[src/hdl/atc_pkg.sv]
// ----------------------------------------------------------------------------
// Alert table package
// Entry, item and result types, item kind and outcome codes, band codes and
// sequencer states shared by the alert table modules.
// ----------------------------------------------------------------------------
package atc_pkg;

    // Item kinds.
    localparam logic [2:0] KIND_ADD      = 3'd0;
    localparam logic [2:0] KIND_RES_SLOT = 3'd1;
    localparam logic [2:0] KIND_RES_ID   = 3'd2;
    localparam logic [2:0] KIND_CLEAR    = 3'd3;
    localparam logic [2:0] KIND_READ     = 3'd4;

    // Outcome codes.
    localparam logic [1:0] OUT_OK       = 2'd0;
    localparam logic [1:0] OUT_FULL     = 2'd1;
    localparam logic [1:0] OUT_BAD_SLOT = 2'd2;
    localparam logic [1:0] OUT_ID_MISS  = 2'd3;

    // Severity bands.
    localparam logic [1:0] BAND_LOW    = 2'd0;
    localparam logic [1:0] BAND_MEDIUM = 2'd1;
    localparam logic [1:0] BAND_HIGH   = 2'd2;

    // Configuration register indexes.
    localparam int         CFG_IDX_W = 1;
    localparam logic [0:0] CFG_LOW   = 1'd0;
    localparam logic [0:0] CFG_MED   = 1'd1;

    localparam logic [6:0] LOW_RESET = 7'd33;
    localparam logic [6:0] MED_RESET = 7'd66;
    localparam logic [6:0] SEV_MAX   = 7'd100;

    localparam int SLOT_W    = 4;
    localparam int OUT_CNT_W = 5;

    typedef struct packed {
        logic [31:0] alert_id;
        logic [15:0] node_number;
        logic [7:0]  resource_kind;
        logic [6:0]  severity;
        logic [31:0] time_stamp;
        logic        resolved;
    } t_entry;

    typedef struct packed {
        logic [2:0]        kind;
        logic [31:0]       alert_id;
        logic [15:0]       node_number;
        logic [7:0]        resource_kind;
        logic [6:0]        severity;
        logic [31:0]       time_stamp;
        logic              entry_resolved;
        logic [SLOT_W-1:0] slot;
    } t_in_item;

    typedef struct packed {
        logic [1:0]           outcome;
        logic [OUT_CNT_W-1:0] entry_count;
        logic [OUT_CNT_W-1:0] active_count;
        logic [31:0]          out_alert_id;
        logic [15:0]          out_node_number;
        logic [7:0]           out_resource_kind;
        logic [6:0]           out_severity;
        logic [31:0]          out_time_stamp;
        logic                 out_resolved;
        logic [1:0]           severity_band;
    } t_out_item;

    typedef enum logic [3:0] {
        ST_IDLE,
        ST_DISPATCH,
        ST_CMP_RD,
        ST_CMP_WR,
        ST_ADD,
        ST_SLOT_RD,
        ST_SLOT_WR,
        ST_ID_RD,
        ST_ID_CHK,
        ST_READ_RD,
        ST_READ_OUT,
        ST_DONE
    } t_state;

endpackage

[src/hdl/atc_chan_if.sv]
// ----------------------------------------------------------------------------
// Alert table channel
// Valid/ready channel that carries one payload beat.
// ----------------------------------------------------------------------------
interface atc_chan_if #(
    parameter type t_payload = logic
) ();
    logic     valid;
    logic     ready;
    t_payload data;

    modport source (output valid, output data, input ready);
    modport sink   (input valid, input data, output ready);
endinterface

[src/hdl/alert_table_with_compaction_top.sv]
// ----------------------------------------------------------------------------
// Alert table with compaction
// Table of alert entries with add, resolve, compaction and read, run by a
// small sequencer around one entry memory and one shared pointer comparator.
// ----------------------------------------------------------------------------
// A result waits while the output register still holds a beat that has not been taken.
// Throughput: one item at a time; the input is ready again in the cycle after the
// result is loaded into the output register. Reset: counts and output valid clear,
// band limits return to 33 and 66; the entry memory is not cleared.
module alert_table_with_compaction_top #(
    parameter int TABLE_DEPTH = 16
) (
    input  logic                         i_clk,
    input  logic                         i_rst_n,
    input  logic                         i_cfg_we,
    input  logic [atc_pkg::CFG_IDX_W-1:0] i_cfg_index,
    input  logic [6:0]                   i_cfg_data,
    atc_chan_if.sink                     i_item,
    atc_chan_if.source                   o_result
);
    // Pointers and counts hold 0..TABLE_DEPTH; memory addresses hold only
    // 0..TABLE_DEPTH-1. The shared comparator works at the wider of count and slot width.
    localparam int ADDR_W = $clog2(TABLE_DEPTH);
    localparam int CNT_W  = $clog2(TABLE_DEPTH + 1);
    localparam int CMP_W  = (CNT_W > atc_pkg::SLOT_W) ? CNT_W : atc_pkg::SLOT_W;

    atc_pkg::t_state    r_state, n_state;
    atc_pkg::t_in_item  r_item, n_item;
    logic [CNT_W-1:0]   r_ptr, n_ptr;
    logic [CNT_W-1:0]   r_wp, n_wp;
    logic [CNT_W-1:0]   r_count, n_count;
    logic [CNT_W-1:0]   r_active, n_active;
    logic [1:0]         r_outcome, n_outcome;
    atc_pkg::t_entry    r_res_entry, n_res_entry;
    logic [1:0]         r_res_band, n_res_band;
    logic               r_out_valid, n_out_valid;
    atc_pkg::t_out_item r_out_data, n_out_data;
    logic [6:0]         r_low, r_med;

    logic               mem_we;
    logic [ADDR_W-1:0]  mem_waddr;
    atc_pkg::t_entry    mem_wdata;
    logic [ADDR_W-1:0]  mem_raddr;
    atc_pkg::t_entry    rd_data;

    logic [CMP_W-1:0]   cmp_a, cmp_b;
    logic               cmp_lt;
    logic [CMP_W-1:0]   slot_ext, ptr_ext, count_ext;
    logic               full;
    logic [1:0]         band;
    logic [6:0]         sev_sat;

    // Entry memory: one write and one registered read per cycle.
    atc_store #(
        .TABLE_DEPTH (TABLE_DEPTH)
    ) u_store (
        .i_clk   (i_clk),
        .i_we    (mem_we),
        .i_waddr (mem_waddr),
        .i_wdata (mem_wdata),
        .i_raddr (mem_raddr),
        .o_rdata (rd_data)
    );

    // The band of a read entry is taken from the registered read data.
    atc_band u_band (
        .i_severity (rd_data.severity),
        .i_low_max  (r_low),
        .i_med_max  (r_med),
        .o_band     (band)
    );

    assign slot_ext  = CMP_W'(r_item.slot);
    assign ptr_ext   = CMP_W'(r_ptr);
    assign count_ext = CMP_W'(r_count);
    assign cmp_lt    = (cmp_a < cmp_b);
    assign full      = (r_count == CNT_W'(TABLE_DEPTH));
    assign sev_sat   = (r_item.severity > atc_pkg::SEV_MAX) ? atc_pkg::SEV_MAX
                                                            : r_item.severity;

    assign i_item.ready   = (r_state == atc_pkg::ST_IDLE);
    assign o_result.valid = r_out_valid;
    assign o_result.data  = r_out_data;

    always_ff @(posedge i_clk) begin
        if (!i_rst_n) begin
            r_state     <= atc_pkg::ST_IDLE;
            r_count     <= '0;
            r_active    <= '0;
            r_out_valid <= 1'b0;
            r_low       <= atc_pkg::LOW_RESET;
            r_med       <= atc_pkg::MED_RESET;
        end else begin
            r_state     <= n_state;
            r_count     <= n_count;
            r_active    <= n_active;
            r_out_valid <= n_out_valid;
            if (i_cfg_we) begin
                case (i_cfg_index)
                    atc_pkg::CFG_LOW: r_low <= i_cfg_data;
                    atc_pkg::CFG_MED: r_med <= i_cfg_data;
                    default: ;
                endcase
            end
        end
    end

    always_ff @(posedge i_clk) begin
        r_item      <= n_item;
        r_ptr       <= n_ptr;
        r_wp        <= n_wp;
        r_outcome   <= n_outcome;
        r_res_entry <= n_res_entry;
        r_res_band  <= n_res_band;
        r_out_data  <= n_out_data;
    end

    always_comb begin
        n_state     = r_state;
        n_item      = r_item;
        n_ptr       = r_ptr;
        n_wp        = r_wp;
        n_count     = r_count;
        n_active    = r_active;
        n_outcome   = r_outcome;
        n_res_entry = r_res_entry;
        n_res_band  = r_res_band;
        n_out_data  = r_out_data;
        n_out_valid = r_out_valid && !o_result.ready;

        mem_we    = 1'b0;
        mem_waddr = r_wp[ADDR_W-1:0];
        mem_wdata = rd_data;
        mem_raddr = r_ptr[ADDR_W-1:0];

        // The comparator checks the walk pointer against the entry count
        // unless the slot of the item is being range checked.
        cmp_a = ptr_ext;
        cmp_b = count_ext;

        case (r_state)
            atc_pkg::ST_IDLE: begin
                if (i_item.valid) begin
                    n_item  = i_item.data;
                    n_state = atc_pkg::ST_DISPATCH;
                end
            end

            atc_pkg::ST_DISPATCH: begin
                n_outcome   = atc_pkg::OUT_OK;
                n_res_entry = '0;
                n_res_band  = atc_pkg::BAND_LOW;
                n_ptr       = '0;
                n_wp        = '0;
                cmp_a       = slot_ext;
                case (r_item.kind)
                    atc_pkg::KIND_ADD: begin
                        n_state = full ? atc_pkg::ST_CMP_RD : atc_pkg::ST_ADD;
                    end
                    atc_pkg::KIND_RES_SLOT: begin
                        if (cmp_lt) begin
                            n_ptr   = slot_ext[CNT_W-1:0];
                            n_state = atc_pkg::ST_SLOT_RD;
                        end else begin
                            n_outcome = atc_pkg::OUT_BAD_SLOT;
                            n_state   = atc_pkg::ST_DONE;
                        end
                    end
                    atc_pkg::KIND_RES_ID: begin
                        n_state = atc_pkg::ST_ID_RD;
                    end
                    atc_pkg::KIND_CLEAR: begin
                        n_state = atc_pkg::ST_CMP_RD;
                    end
                    atc_pkg::KIND_READ: begin
                        if (cmp_lt) begin
                            n_ptr   = slot_ext[CNT_W-1:0];
                            n_state = atc_pkg::ST_READ_RD;
                        end else begin
                            n_outcome = atc_pkg::OUT_BAD_SLOT;
                            n_state   = atc_pkg::ST_DONE;
                        end
                    end
                    default: begin
                        n_state = atc_pkg::ST_DONE;
                    end
                endcase
            end

            // Compaction: r_ptr walks every held entry, r_wp marks where the
            // next active entry lands. Each entry takes a read and a write turn.
            atc_pkg::ST_CMP_RD: begin
                if (cmp_lt) begin
                    n_state = atc_pkg::ST_CMP_WR;
                end else begin
                    n_count  = r_wp;
                    n_active = r_wp;
                    n_state  = (r_item.kind == atc_pkg::KIND_ADD) ? atc_pkg::ST_ADD
                                                                  : atc_pkg::ST_DONE;
                end
            end

            atc_pkg::ST_CMP_WR: begin
                if (!rd_data.resolved) begin
                    mem_we    = 1'b1;
                    mem_waddr = r_wp[ADDR_W-1:0];
                    mem_wdata = rd_data;
                    n_wp      = r_wp + 1'b1;
                end
                n_ptr   = r_ptr + 1'b1;
                n_state = atc_pkg::ST_CMP_RD;
            end

            atc_pkg::ST_ADD: begin
                if (full) begin
                    n_outcome = atc_pkg::OUT_FULL;
                end else begin
                    mem_we                  = 1'b1;
                    mem_waddr               = r_count[ADDR_W-1:0];
                    mem_wdata.alert_id      = r_item.alert_id;
                    mem_wdata.node_number   = r_item.node_number;
                    mem_wdata.resource_kind = r_item.resource_kind;
                    mem_wdata.severity      = sev_sat;
                    mem_wdata.time_stamp    = r_item.time_stamp;
                    mem_wdata.resolved      = r_item.entry_resolved;
                    n_count                 = r_count + 1'b1;
                    if (!r_item.entry_resolved) begin
                        n_active = r_active + 1'b1;
                    end
                end
                n_state = atc_pkg::ST_DONE;
            end

            atc_pkg::ST_SLOT_RD: begin
                n_state = atc_pkg::ST_SLOT_WR;
            end

            atc_pkg::ST_SLOT_WR: begin
                mem_we             = 1'b1;
                mem_waddr          = r_ptr[ADDR_W-1:0];
                mem_wdata          = rd_data;
                mem_wdata.resolved = 1'b1;
                if (!rd_data.resolved) begin
                    n_active = r_active - 1'b1;
                end
                n_state = atc_pkg::ST_DONE;
            end

            atc_pkg::ST_ID_RD: begin
                if (cmp_lt) begin
                    n_state = atc_pkg::ST_ID_CHK;
                end else begin
                    n_outcome = atc_pkg::OUT_ID_MISS;
                    n_state   = atc_pkg::ST_DONE;
                end
            end

            atc_pkg::ST_ID_CHK: begin
                if (rd_data.alert_id == r_item.alert_id) begin
                    mem_we             = 1'b1;
                    mem_waddr          = r_ptr[ADDR_W-1:0];
                    mem_wdata          = rd_data;
                    mem_wdata.resolved = 1'b1;
                    if (!rd_data.resolved) begin
                        n_active = r_active - 1'b1;
                    end
                    n_state = atc_pkg::ST_DONE;
                end else begin
                    n_ptr   = r_ptr + 1'b1;
                    n_state = atc_pkg::ST_ID_RD;
                end
            end

            atc_pkg::ST_READ_RD: begin
                n_state = atc_pkg::ST_READ_OUT;
            end

            atc_pkg::ST_READ_OUT: begin
                n_res_entry = rd_data;
                n_res_band  = band;
                n_state     = atc_pkg::ST_DONE;
            end

            // The result waits here only while the output register still
            // holds a beat that has not been taken.
            atc_pkg::ST_DONE: begin
                if (!r_out_valid || o_result.ready) begin
                    n_out_valid                  = 1'b1;
                    n_out_data.outcome           = r_outcome;
                    n_out_data.entry_count       = atc_pkg::OUT_CNT_W'(r_count);
                    n_out_data.active_count      = atc_pkg::OUT_CNT_W'(r_active);
                    n_out_data.out_alert_id      = r_res_entry.alert_id;
                    n_out_data.out_node_number   = r_res_entry.node_number;
                    n_out_data.out_resource_kind = r_res_entry.resource_kind;
                    n_out_data.out_severity      = r_res_entry.severity;
                    n_out_data.out_time_stamp    = r_res_entry.time_stamp;
                    n_out_data.out_resolved      = r_res_entry.resolved;
                    n_out_data.severity_band     = r_res_band;
                    n_state                      = atc_pkg::ST_IDLE;
                end
            end

            default: begin
                n_state = atc_pkg::ST_IDLE;
            end
        endcase
    end

    // Never more active entries than held entries.
    a_active_le_count: assert property (@(posedge i_clk) disable iff (!i_rst_n)
        r_active <= r_count)
        else $error("active count exceeds entry count");

    // The table never holds more than its depth.
    a_count_le_depth: assert property (@(posedge i_clk) disable iff (!i_rst_n)
        r_count <= CNT_W'(TABLE_DEPTH))
        else $error("entry count exceeds table depth");

    // During compaction the write pointer never passes the read pointer.
    a_compact_order: assert property (@(posedge i_clk) disable iff (!i_rst_n)
        (r_state == atc_pkg::ST_CMP_RD || r_state == atc_pkg::ST_CMP_WR)
        |-> (r_wp <= r_ptr))
        else $error("compaction write pointer ahead of read pointer");

    // A rejected add means compaction left a full table of active entries.
    a_full_all_active: assert property (@(posedge i_clk) disable iff (!i_rst_n)
        (r_state == atc_pkg::ST_DONE && r_item.kind == atc_pkg::KIND_ADD
         && r_outcome == atc_pkg::OUT_FULL)
        |-> (full && r_active == r_count))
        else $error("add rejected while table holds resolved entries");

endmodule

[src/hdl/atc_store.sv]
// ----------------------------------------------------------------------------
// Alert table entry store
// Single write port, single read port entry memory with registered read data.
// ----------------------------------------------------------------------------
module atc_store #(
    parameter int TABLE_DEPTH = 16
) (
    input  logic                           i_clk,
    input  logic                           i_we,
    input  logic [$clog2(TABLE_DEPTH)-1:0] i_waddr,
    input  atc_pkg::t_entry                i_wdata,
    input  logic [$clog2(TABLE_DEPTH)-1:0] i_raddr,
    output atc_pkg::t_entry                o_rdata
);
    atc_pkg::t_entry r_mem [TABLE_DEPTH];
    atc_pkg::t_entry r_rdata;

    always_ff @(posedge i_clk) begin
        if (i_we) begin
            r_mem[i_waddr] <= i_wdata;
        end
        r_rdata <= r_mem[i_raddr];
    end

    assign o_rdata = r_rdata;
endmodule

[src/hdl/atc_band.sv]
// ----------------------------------------------------------------------------
// Alert table severity band
// Classes a severity as low, medium or high against the two band limits.
// ----------------------------------------------------------------------------
module atc_band (
    input  logic [6:0] i_severity,
    input  logic [6:0] i_low_max,
    input  logic [6:0] i_med_max,
    output logic [1:0] o_band
);
    // The low limit is tested first, so limits out of order still give a
    // defined band.
    always_comb begin
        if (i_severity <= i_low_max) begin
            o_band = atc_pkg::BAND_LOW;
        end else if (i_severity <= i_med_max) begin
            o_band = atc_pkg::BAND_MEDIUM;
        end else begin
            o_band = atc_pkg::BAND_HIGH;
        end
    end
endmodule
[src/flat_wrapper.sv]
// flat-port wrapper written by rule: the top's interface ports become plain ports
module alert_table_with_compaction_top_flat 
#(
    parameter int TABLE_DEPTH = 16
)
  (i_clk, i_rst_n, i_cfg_we, i_cfg_index, i_cfg_data, i_item_valid, i_item_data, i_item_ready, o_result_valid, o_result_data, o_result_ready);
  atc_chan_if i_item_i ();
  atc_chan_if o_result_i ();
  input  logic i_clk;
  input  logic i_rst_n;
  input  logic i_cfg_we;
  input  logic [atc_pkg::CFG_IDX_W-1:0] i_cfg_index;
  input  logic [6:0] i_cfg_data;
  input wire logic [$bits(i_item_i.valid)-1:0] i_item_valid;
  input wire logic [$bits(i_item_i.data)-1:0] i_item_data;
  output wire logic [$bits(i_item_i.ready)-1:0] i_item_ready;
  output wire logic [$bits(o_result_i.valid)-1:0] o_result_valid;
  output wire logic [$bits(o_result_i.data)-1:0] o_result_data;
  input wire logic [$bits(o_result_i.ready)-1:0] o_result_ready;
  assign i_item_i.valid = i_item_valid;
  assign i_item_i.data = i_item_data;
  assign i_item_ready = i_item_i.ready;
  assign o_result_valid = o_result_i.valid;
  assign o_result_data = o_result_i.data;
  assign o_result_i.ready = o_result_ready;
  alert_table_with_compaction_top #(.TABLE_DEPTH(TABLE_DEPTH)) u_core (.i_clk(i_clk), .i_rst_n(i_rst_n), .i_cfg_we(i_cfg_we), .i_cfg_index(i_cfg_index), .i_cfg_data(i_cfg_data), .i_item(i_item_i), .o_result(o_result_i));
endmodule
[config.mk]
export PLATFORM = sky130hd
export DESIGN_NAME = alert_table_with_compaction_top_flat
export DESIGN_NICKNAME = d
export VERILOG_FILES = /design/src/hdl/atc_pkg.sv /design/src/hdl/atc_chan_if.sv /design/src/hdl/alert_table_with_compaction_top.sv /design/src/hdl/atc_store.sv /design/src/hdl/atc_band.sv /design/src/flat_wrapper.sv
export SDC_FILE = /design/constraint.sdc
export NUM_CORES = 1
export LEC_CHECK = 0
export ABC_AREA = 1
export BUFFER_PORTS_ARGS = -buffer_cell sky130_fd_sc_hd__clkbuf_2
export CAP_MARGIN = 20
export CORE_ASPECT_RATIO = 0.9
export CORE_MARGIN = 2
export CORE_UTILIZATION = 45
export CTS_CLUSTER_SIZE = 24
export DETAILED_ROUTE_END_ITERATION = 10
export PLACE_DENSITY = 0.63
export SLEW_MARGIN = 20
export SYNTH_ARGS = -nofsm -noshare
export SYNTH_HDL_FRONTEND = slang
export SYNTH_HIERARCHICAL = 1
export SYNTH_SLANG_ARGS = --single-unit
[constraint.sdc]
create_clock -name i_clk -period 19.4 [get_ports i_clk]
set_input_delay 2.91 -clock i_clk [delete_from_list [all_inputs] [get_ports i_clk]]
set_output_delay 2.91 -clock i_clk [all_outputs]
set_load 0.005 [all_outputs]
======== Word level (Yosys, flattened, before mapping) ========
Memory sizes are Yosys's and may differ from the RTL's. A register that Yosys moved wholly into a read port is not among the register bits.
Index checks and enable logic that the tools add are counted.
storage, ports and cells
  register bits ........................... 37
  RAM bits ................................ 1536
  input bits .............................. 14
  output and inout port bits .............. 3
  memories ................................ 1
cells by class
  add/subtract/negate cells ............... 3
  $lt $le $gt $ge ......................... 3
  equality and inequality tests ........... 18
  muxes and demuxes ....................... 32
  bitwise logic cells ..................... 1
  reduce and logical (&&, ||, !) cells .... 19
memory list
  name                  words  width  rd ports  clocked after Yosys merged registers in  write ports  RTL line         source
  u_core.u_store.r_mem  16     96     1         1                                        1            atc_store.sv:15  atc_pkg::t_entry r_mem [TABLE_DEPTH];
operator list
  kind                 number
  $pmux 96 s3          1
  $mux 96              1
  $pmux 4 s10          1
  $logic_not 32->1     1
  $mux 5               5
  $mux 4               5
  $pmux 5 s2           2
  $eq 4x3->1 const B   4
  $eq 4x4->1 const B   4
  $add 5x1->5 const B  3
  $pmux 5 s3           1
  $le 7x7->1           2
  $reduce_and 2->1     7
  $pmux 4 s3           1
  $mux 1               10
  $ne 2x2->1 const B   5
  $eq 4x2->1 const B   2
  $mux 3               2
  $reduce_bool 2->1    3
  $eq 5x5->1 const B   1
  $lt 5x5->1           1
  $eq 4x1->1 const B   1
  $logic_not 4->1      1
  $pmux 1 s4           1
  other kinds (10)     11

======== Logic depth before layout (Yosys ltp) ========
  depth in word-level cells ............... 5
  mapped depth ............................ 14
  mapped depth without buffers ............ 14

======== By module ========
The synthesis kept the hierarchy.
modules (own cells, without submodules)
  module                           times used  cells each  area an instance (um^2)  seq. area each (um^2)
  atc_store                        1           6302        67643.6                  48046.1
  alert_table_with_compaction_top  1           485         2876.5                   870.8
  atc_band                         1           68          406.6                    0.0

======== Worst setup path after synthesis ========
OpenSTA, ideal clock, no wires.
  path kind ............................... flip-flop to flip-flop
  from .................................... register u_core.r_count[0] (netlist: u_core/cmp_b[0])
  to ...................................... memory u_core/u_store/r_mem[10][0] (netlist name), enable pin
  library setup time ...................... 0.552 ns
  data arrival time ....................... 5.531 ns
  data required time ...................... 18.848 ns
  path slack .............................. 13.317 ns
  cell stages (with the launch flop) ...... 11
  buffers on the path ..................... 0
  clock period less this slack ............ 6.083 ns
  cells stage by stage .................... dfxtp_1 > inv_1 > ha_1 > nand4_1 > inv_1 > a21oi_1 > nand2_1 > nand2_1 > o211ai_1 > nand3b_1 > nor2_1
on the way
  elaborated cells between the ends (all ways) .. 7
RTL lines
  element                   RTL line                                source
  start: declaration        alert_table_with_compaction_top.sv:31   logic [CNT_W-1:0] r_count, n_count;
  start signal: assignment  alert_table_with_compaction_top.sv:95   r_count <= n_count;
  $eq 5x5->1                alert_table_with_compaction_top.sv:77   assign full = (r_count == CNT_W'(TABLE_DEPTH));
  $mux 4                    alert_table_with_compaction_top.sv:215  if (full) begin
  $pmux 4 s3                alert_table_with_compaction_top.sv:141  case (r_state)
  net u_core.mem_waddr[2]   alert_table_with_compaction_top.sv:41   logic [ADDR_W-1:0] mem_waddr;
  end: declaration          atc_store.sv:15
The timed path passes the listed nets, and every way through them passes these cells.

======== Worst setup path in the final report ========
  from .................................... register u_core.r_state[3]
  to ...................................... output i_item_ready
on the way
  word-level cells in the longest chain between the ends .. 1
RTL lines
  element                   RTL line                               source
  start: declaration        alert_table_with_compaction_top.sv:27  atc_pkg::t_state r_state, n_state;
  start signal: assignment  alert_table_with_compaction_top.sv:87  r_state <= atc_pkg::ST_IDLE;
  start signal: assignment  alert_table_with_compaction_top.sv:94  r_state <= n_state;
  $logic_not 4->1           alert_table_with_compaction_top.sv:81  assign i_item.ready = (r_state == atc_pkg::ST_IDLE);
  end: declaration          flat_wrapper.sv:16                     output wire logic [$bits(i_item_i.ready)-1:0] i_item_ready;
Every way passes these cells.

==> impl_results.rst <==
.. list-table::
   :header-rows: 1

   * - Metric
     - Value
   * - Summed negative setup slack over all endpoints
     - 0 ns
   * - Mean Syn Cell Area
     - 9.99 um^2
   * - Required @ worst endpoint
     - 16.49 ns
   * - Critical path data arrival time
     - 1.57 ns
   * - Worst hold margin
     - 0.437 ns
   * - Final estimated routing congestion in global placement
     - between 0.7 and 0.8
   * - Post-CTS repair timing setup buffer count
     - 0
   * - Min-Delay Endpoint
     - u_core/o_result.data$_DFFE_PP_
   * - Cell area after layout
     - 34500 um^2
   * - Worst Setup End Kind
     - output pin
   * - Path type of the worst min-delay path
     - reg -> reg
   * - Filler instances
     - roughly 6300
   * - Number of rows in the core area
     - 92
   * - Area enclosed by the die boundary
     - 72300 um^2
   * - Endpoint of the most critical register-to-register path
     - u_core/u_store/r_mem[5][34]$_DFFE_PP_
   * - Worst min-delay path startpoint
     - u_core/r_res_band[0]$_DFFE_PP_
   * - Initial antenna violation count
     - 2
   * - Final Worst Setup Slack
     - between 10 and 15 ns
   * - Total of hold buffers inserted after clock tree synthesis
     - 0
   * - Total CTS buffers
     - 73
   * - Insertion delay of the later-clocked pin in the worst-skew pair
     - 0.61 ns
   * - Core area
     - 69800 um^2
   * - Count of final hold-check violations
     - 0
   * - Outcome
     - finished clean
   * - Tcrit/Tclk final
     - 0.231
   * - DRC violation total after the first TritonRoute iteration
     - 1796
   * - Max Clock Skew
     - 0.0184 ns
   * - Overflow left after global routing
     - 0
   * - Number of setup violations in the final report
     - 0
   * - Clock Sinks
     - 717
   * - Number of buffers on the longest clock path
     - 3
   * - First-pass GRT wire length
     - 112000 um
   * - Critical Path Slowest Stage Cell
     - sky130_fd_sc_hd__dfxtp_1
   * - Number of global-route vias before repair
     - 19351
   * - Area growth from synthesis to layout
     - 9.14%
   * - Crit Path Max Fanout
     - 5
   * - Highest attainable clock frequency
     - between 200 and 250 MHz
   * - Maximum Capacitance Violations
     - 0
   * - Number of primary I/O pins
     - 17
   * - Ordered cell list for the critical path
     - nor2_2, inv_1, nor2_1, clkbuf_2
   * - Starting density of the core
     - 0.453
   * - Final routed wire length divided by cell count
     - 17.9 um
   * - Clock tree from TritonCTS
     - done
   * - Worst Path Buf+Inv
     - 2
   * - Number of instances in the synthesized netlist
     - 3161
   * - Antenna Cells
     - 0
   * - Headroom to the max-slew limit
     - 0.244
   * - I/O Buffers
     - 16
   * - Delay of the slowest cell on the worst path
     - ~0.35 ns
   * - Crit Reg-Reg Startpoint
     - u_core/ptr_ext[2]$_SDFFCE_PN0P_
   * - Detail Placement HPWL
     - 36600 um
   * - Post-Synthesis Net Count
     - 3197
   * - Remaining antenna violation count
     - 0
   * - Depth of the critical timing path with buffers and inverters included
     - 4
   * - Tmin final
     - 4.48 ns
   * - Length in cells of the worst reg-to-reg path
     - 7
   * - Nature of the critical path startpoint
     - flop
   * - Post-detailed-route via-to-cell ratio
     - 5.00
   * - Instance area at placement
     - about 32000 um^2
   * - Post-detailed-route DRC marker count
     - 0
   * - Power Dens Cells
     - 151 nW/um^2
   * - Root buffer cell
     - sky130_fd_sc_hd__clkbuf_16
   * - Synthesis warning total
     - 6
   * - Final Max Slew Viols
     - 0
   * - Fraction of the core area covered by cells at the end of the flow
     - 0.494
   * - Worst hold path stage count
     - 0
   * - H-tree levels
     - 3
   * - Crit path max-delay family
     - simple AND/OR/NAND/NOR gates
   * - Leakage power
     - 0.0147 uW
   * - Count of nets after finishing
     - 3101
   * - Worst ir drop on vdd
     - between 0.1 and 0.15 mV
   * - CTS clk-pin slew, worst paths
     - 0.06 ns
   * - GRT Util Overall
     - 0.200
   * - Drt pass-1 iters
     - 6
   * - Count of vias placed by the detailed router
     - 20301
   * - RSZ-0062 raised after global routing
     - false
   * - Internal reg-to-reg setup slack
     - between 15 and 20 ns
   * - Category of the most critical setup path
     - reg -> out
   * - Total length of routed wires
     - 72500 um
   * - Worst Setup Slack post-DPL
     - 15.14 ns
   * - Syn Std Cell Area
     - 31600 um^2
   * - Pin count of the biggest net entering global routing
     - 196
   * - Least-Margin Pin Slew
     - 1.13 ns
   * - # resized after CTS
     - 0
   * - Die outline height
     - 255 um
   * - Share of final-layout standard cells stronger than drive strength 1
     - 0.0670
   * - Overall die width
     - 283 um
worst register-to-register path: cells and delay by family, from the launching register on:
kind	cells	cell delay, ns
compound gates	1	0.17
buf+inv	3	1.70
flops	1	0.80
simple gates	3	1.22
per-layer routing:
layer  vias to the layer above  track usage  part of all wire
met3                       110       0.0345             0.060
met5                         -            0                 0
met1                      9766        0.272              0.45
met2                       585        0.328              0.47
met4                         0       0.0592             0.024
li1                       9840            -                 -
cells in the final DEF (no fill, tap or decap), drive strengths merged:
cell        n
nand2     923
edfxtp    653
inv       585
nand3     499
nor2      113
clkbuf    113
dfxtp      64
buf        38
o21ai      23
a21oi      22
ha         22
clkinv     20
nand4      10
bufinv      9
o211ai      4
clkinvlp    3
xor2        3
nand3b      3
or2         2
a22oi       2
o21bai      2
nor3        2
o2111ai     1
o21a        1
a31oi       1
nor3b       1
a21o        1
area by class of cell:
type	instances	area [um^2]	share of cell area
clock buffer	97	2070	0.0602
sequential	717	20900	0.606
timing repair buffer	54	390	0.0113
multi-input combinational	1635	7330	0.213
inverter	584	2210	0.0640
tap	940	1180	0.0341
clock inverter	33	395	0.0115
per-stage QoR:
stage / power, uW / std cells
global placement: 3740 / 3927
floorplan: 3340 / 3161
detailed placement: 3770 / 3927
CTS: 5210 / 4057
finish: 5190 / 4060
global route: 5480 / 4060
sequential cells by signal, indices dropped and copies added, names as in the netlist:
name                    count
u_core/cmp_b                5
u_core/o_result.data        1
u_core/o_result.valid       1
u_core/ptr_ext              5
u_core/r_item               1
u_core/r_low                7
u_core/r_med                7
u_core/r_res_band           1
u_core/r_state              4
u_core/r_wp                 5
u_core/u_store/o_rdata     40
u_core/u_store/r_mem      640
worst max path at each step:
stage	from	to	slack [ns]
after detailed placement	u_core/ptr_ext[2]$_SDFFCE_PN0P_	u_core/u_store/r_mem[5][34]$_DFFE_PP_	15.14
after floorplan	u_core/r_state[3]$_SDFFE_PN0P_	i_item_ready	15.74
final	u_core/r_state[3]$_SDFFE_PN0P_	i_item_ready	14.92
after global routing	u_core/r_state[3]$_SDFFE_PN0P_	i_item_ready	14.80
after global placement	u_core/ptr_ext[2]$_SDFFCE_PN0P_	u_core/u_store/r_mem[5][34]$_DFFE_PP_	15.19
after CTS	u_core/r_state[3]$_SDFFE_PN0P_	i_item_ready	14.88
report_power, final:
group / switching (uW) / total, uW / internal (uW)
clock network: 576 / 1450 / 871
registers: 51.5 / 2150 / 2100
logic: 1210 / 1600 / 384
total: 1840 / 5190 / 3350
(Power assumes the default switching activity.)
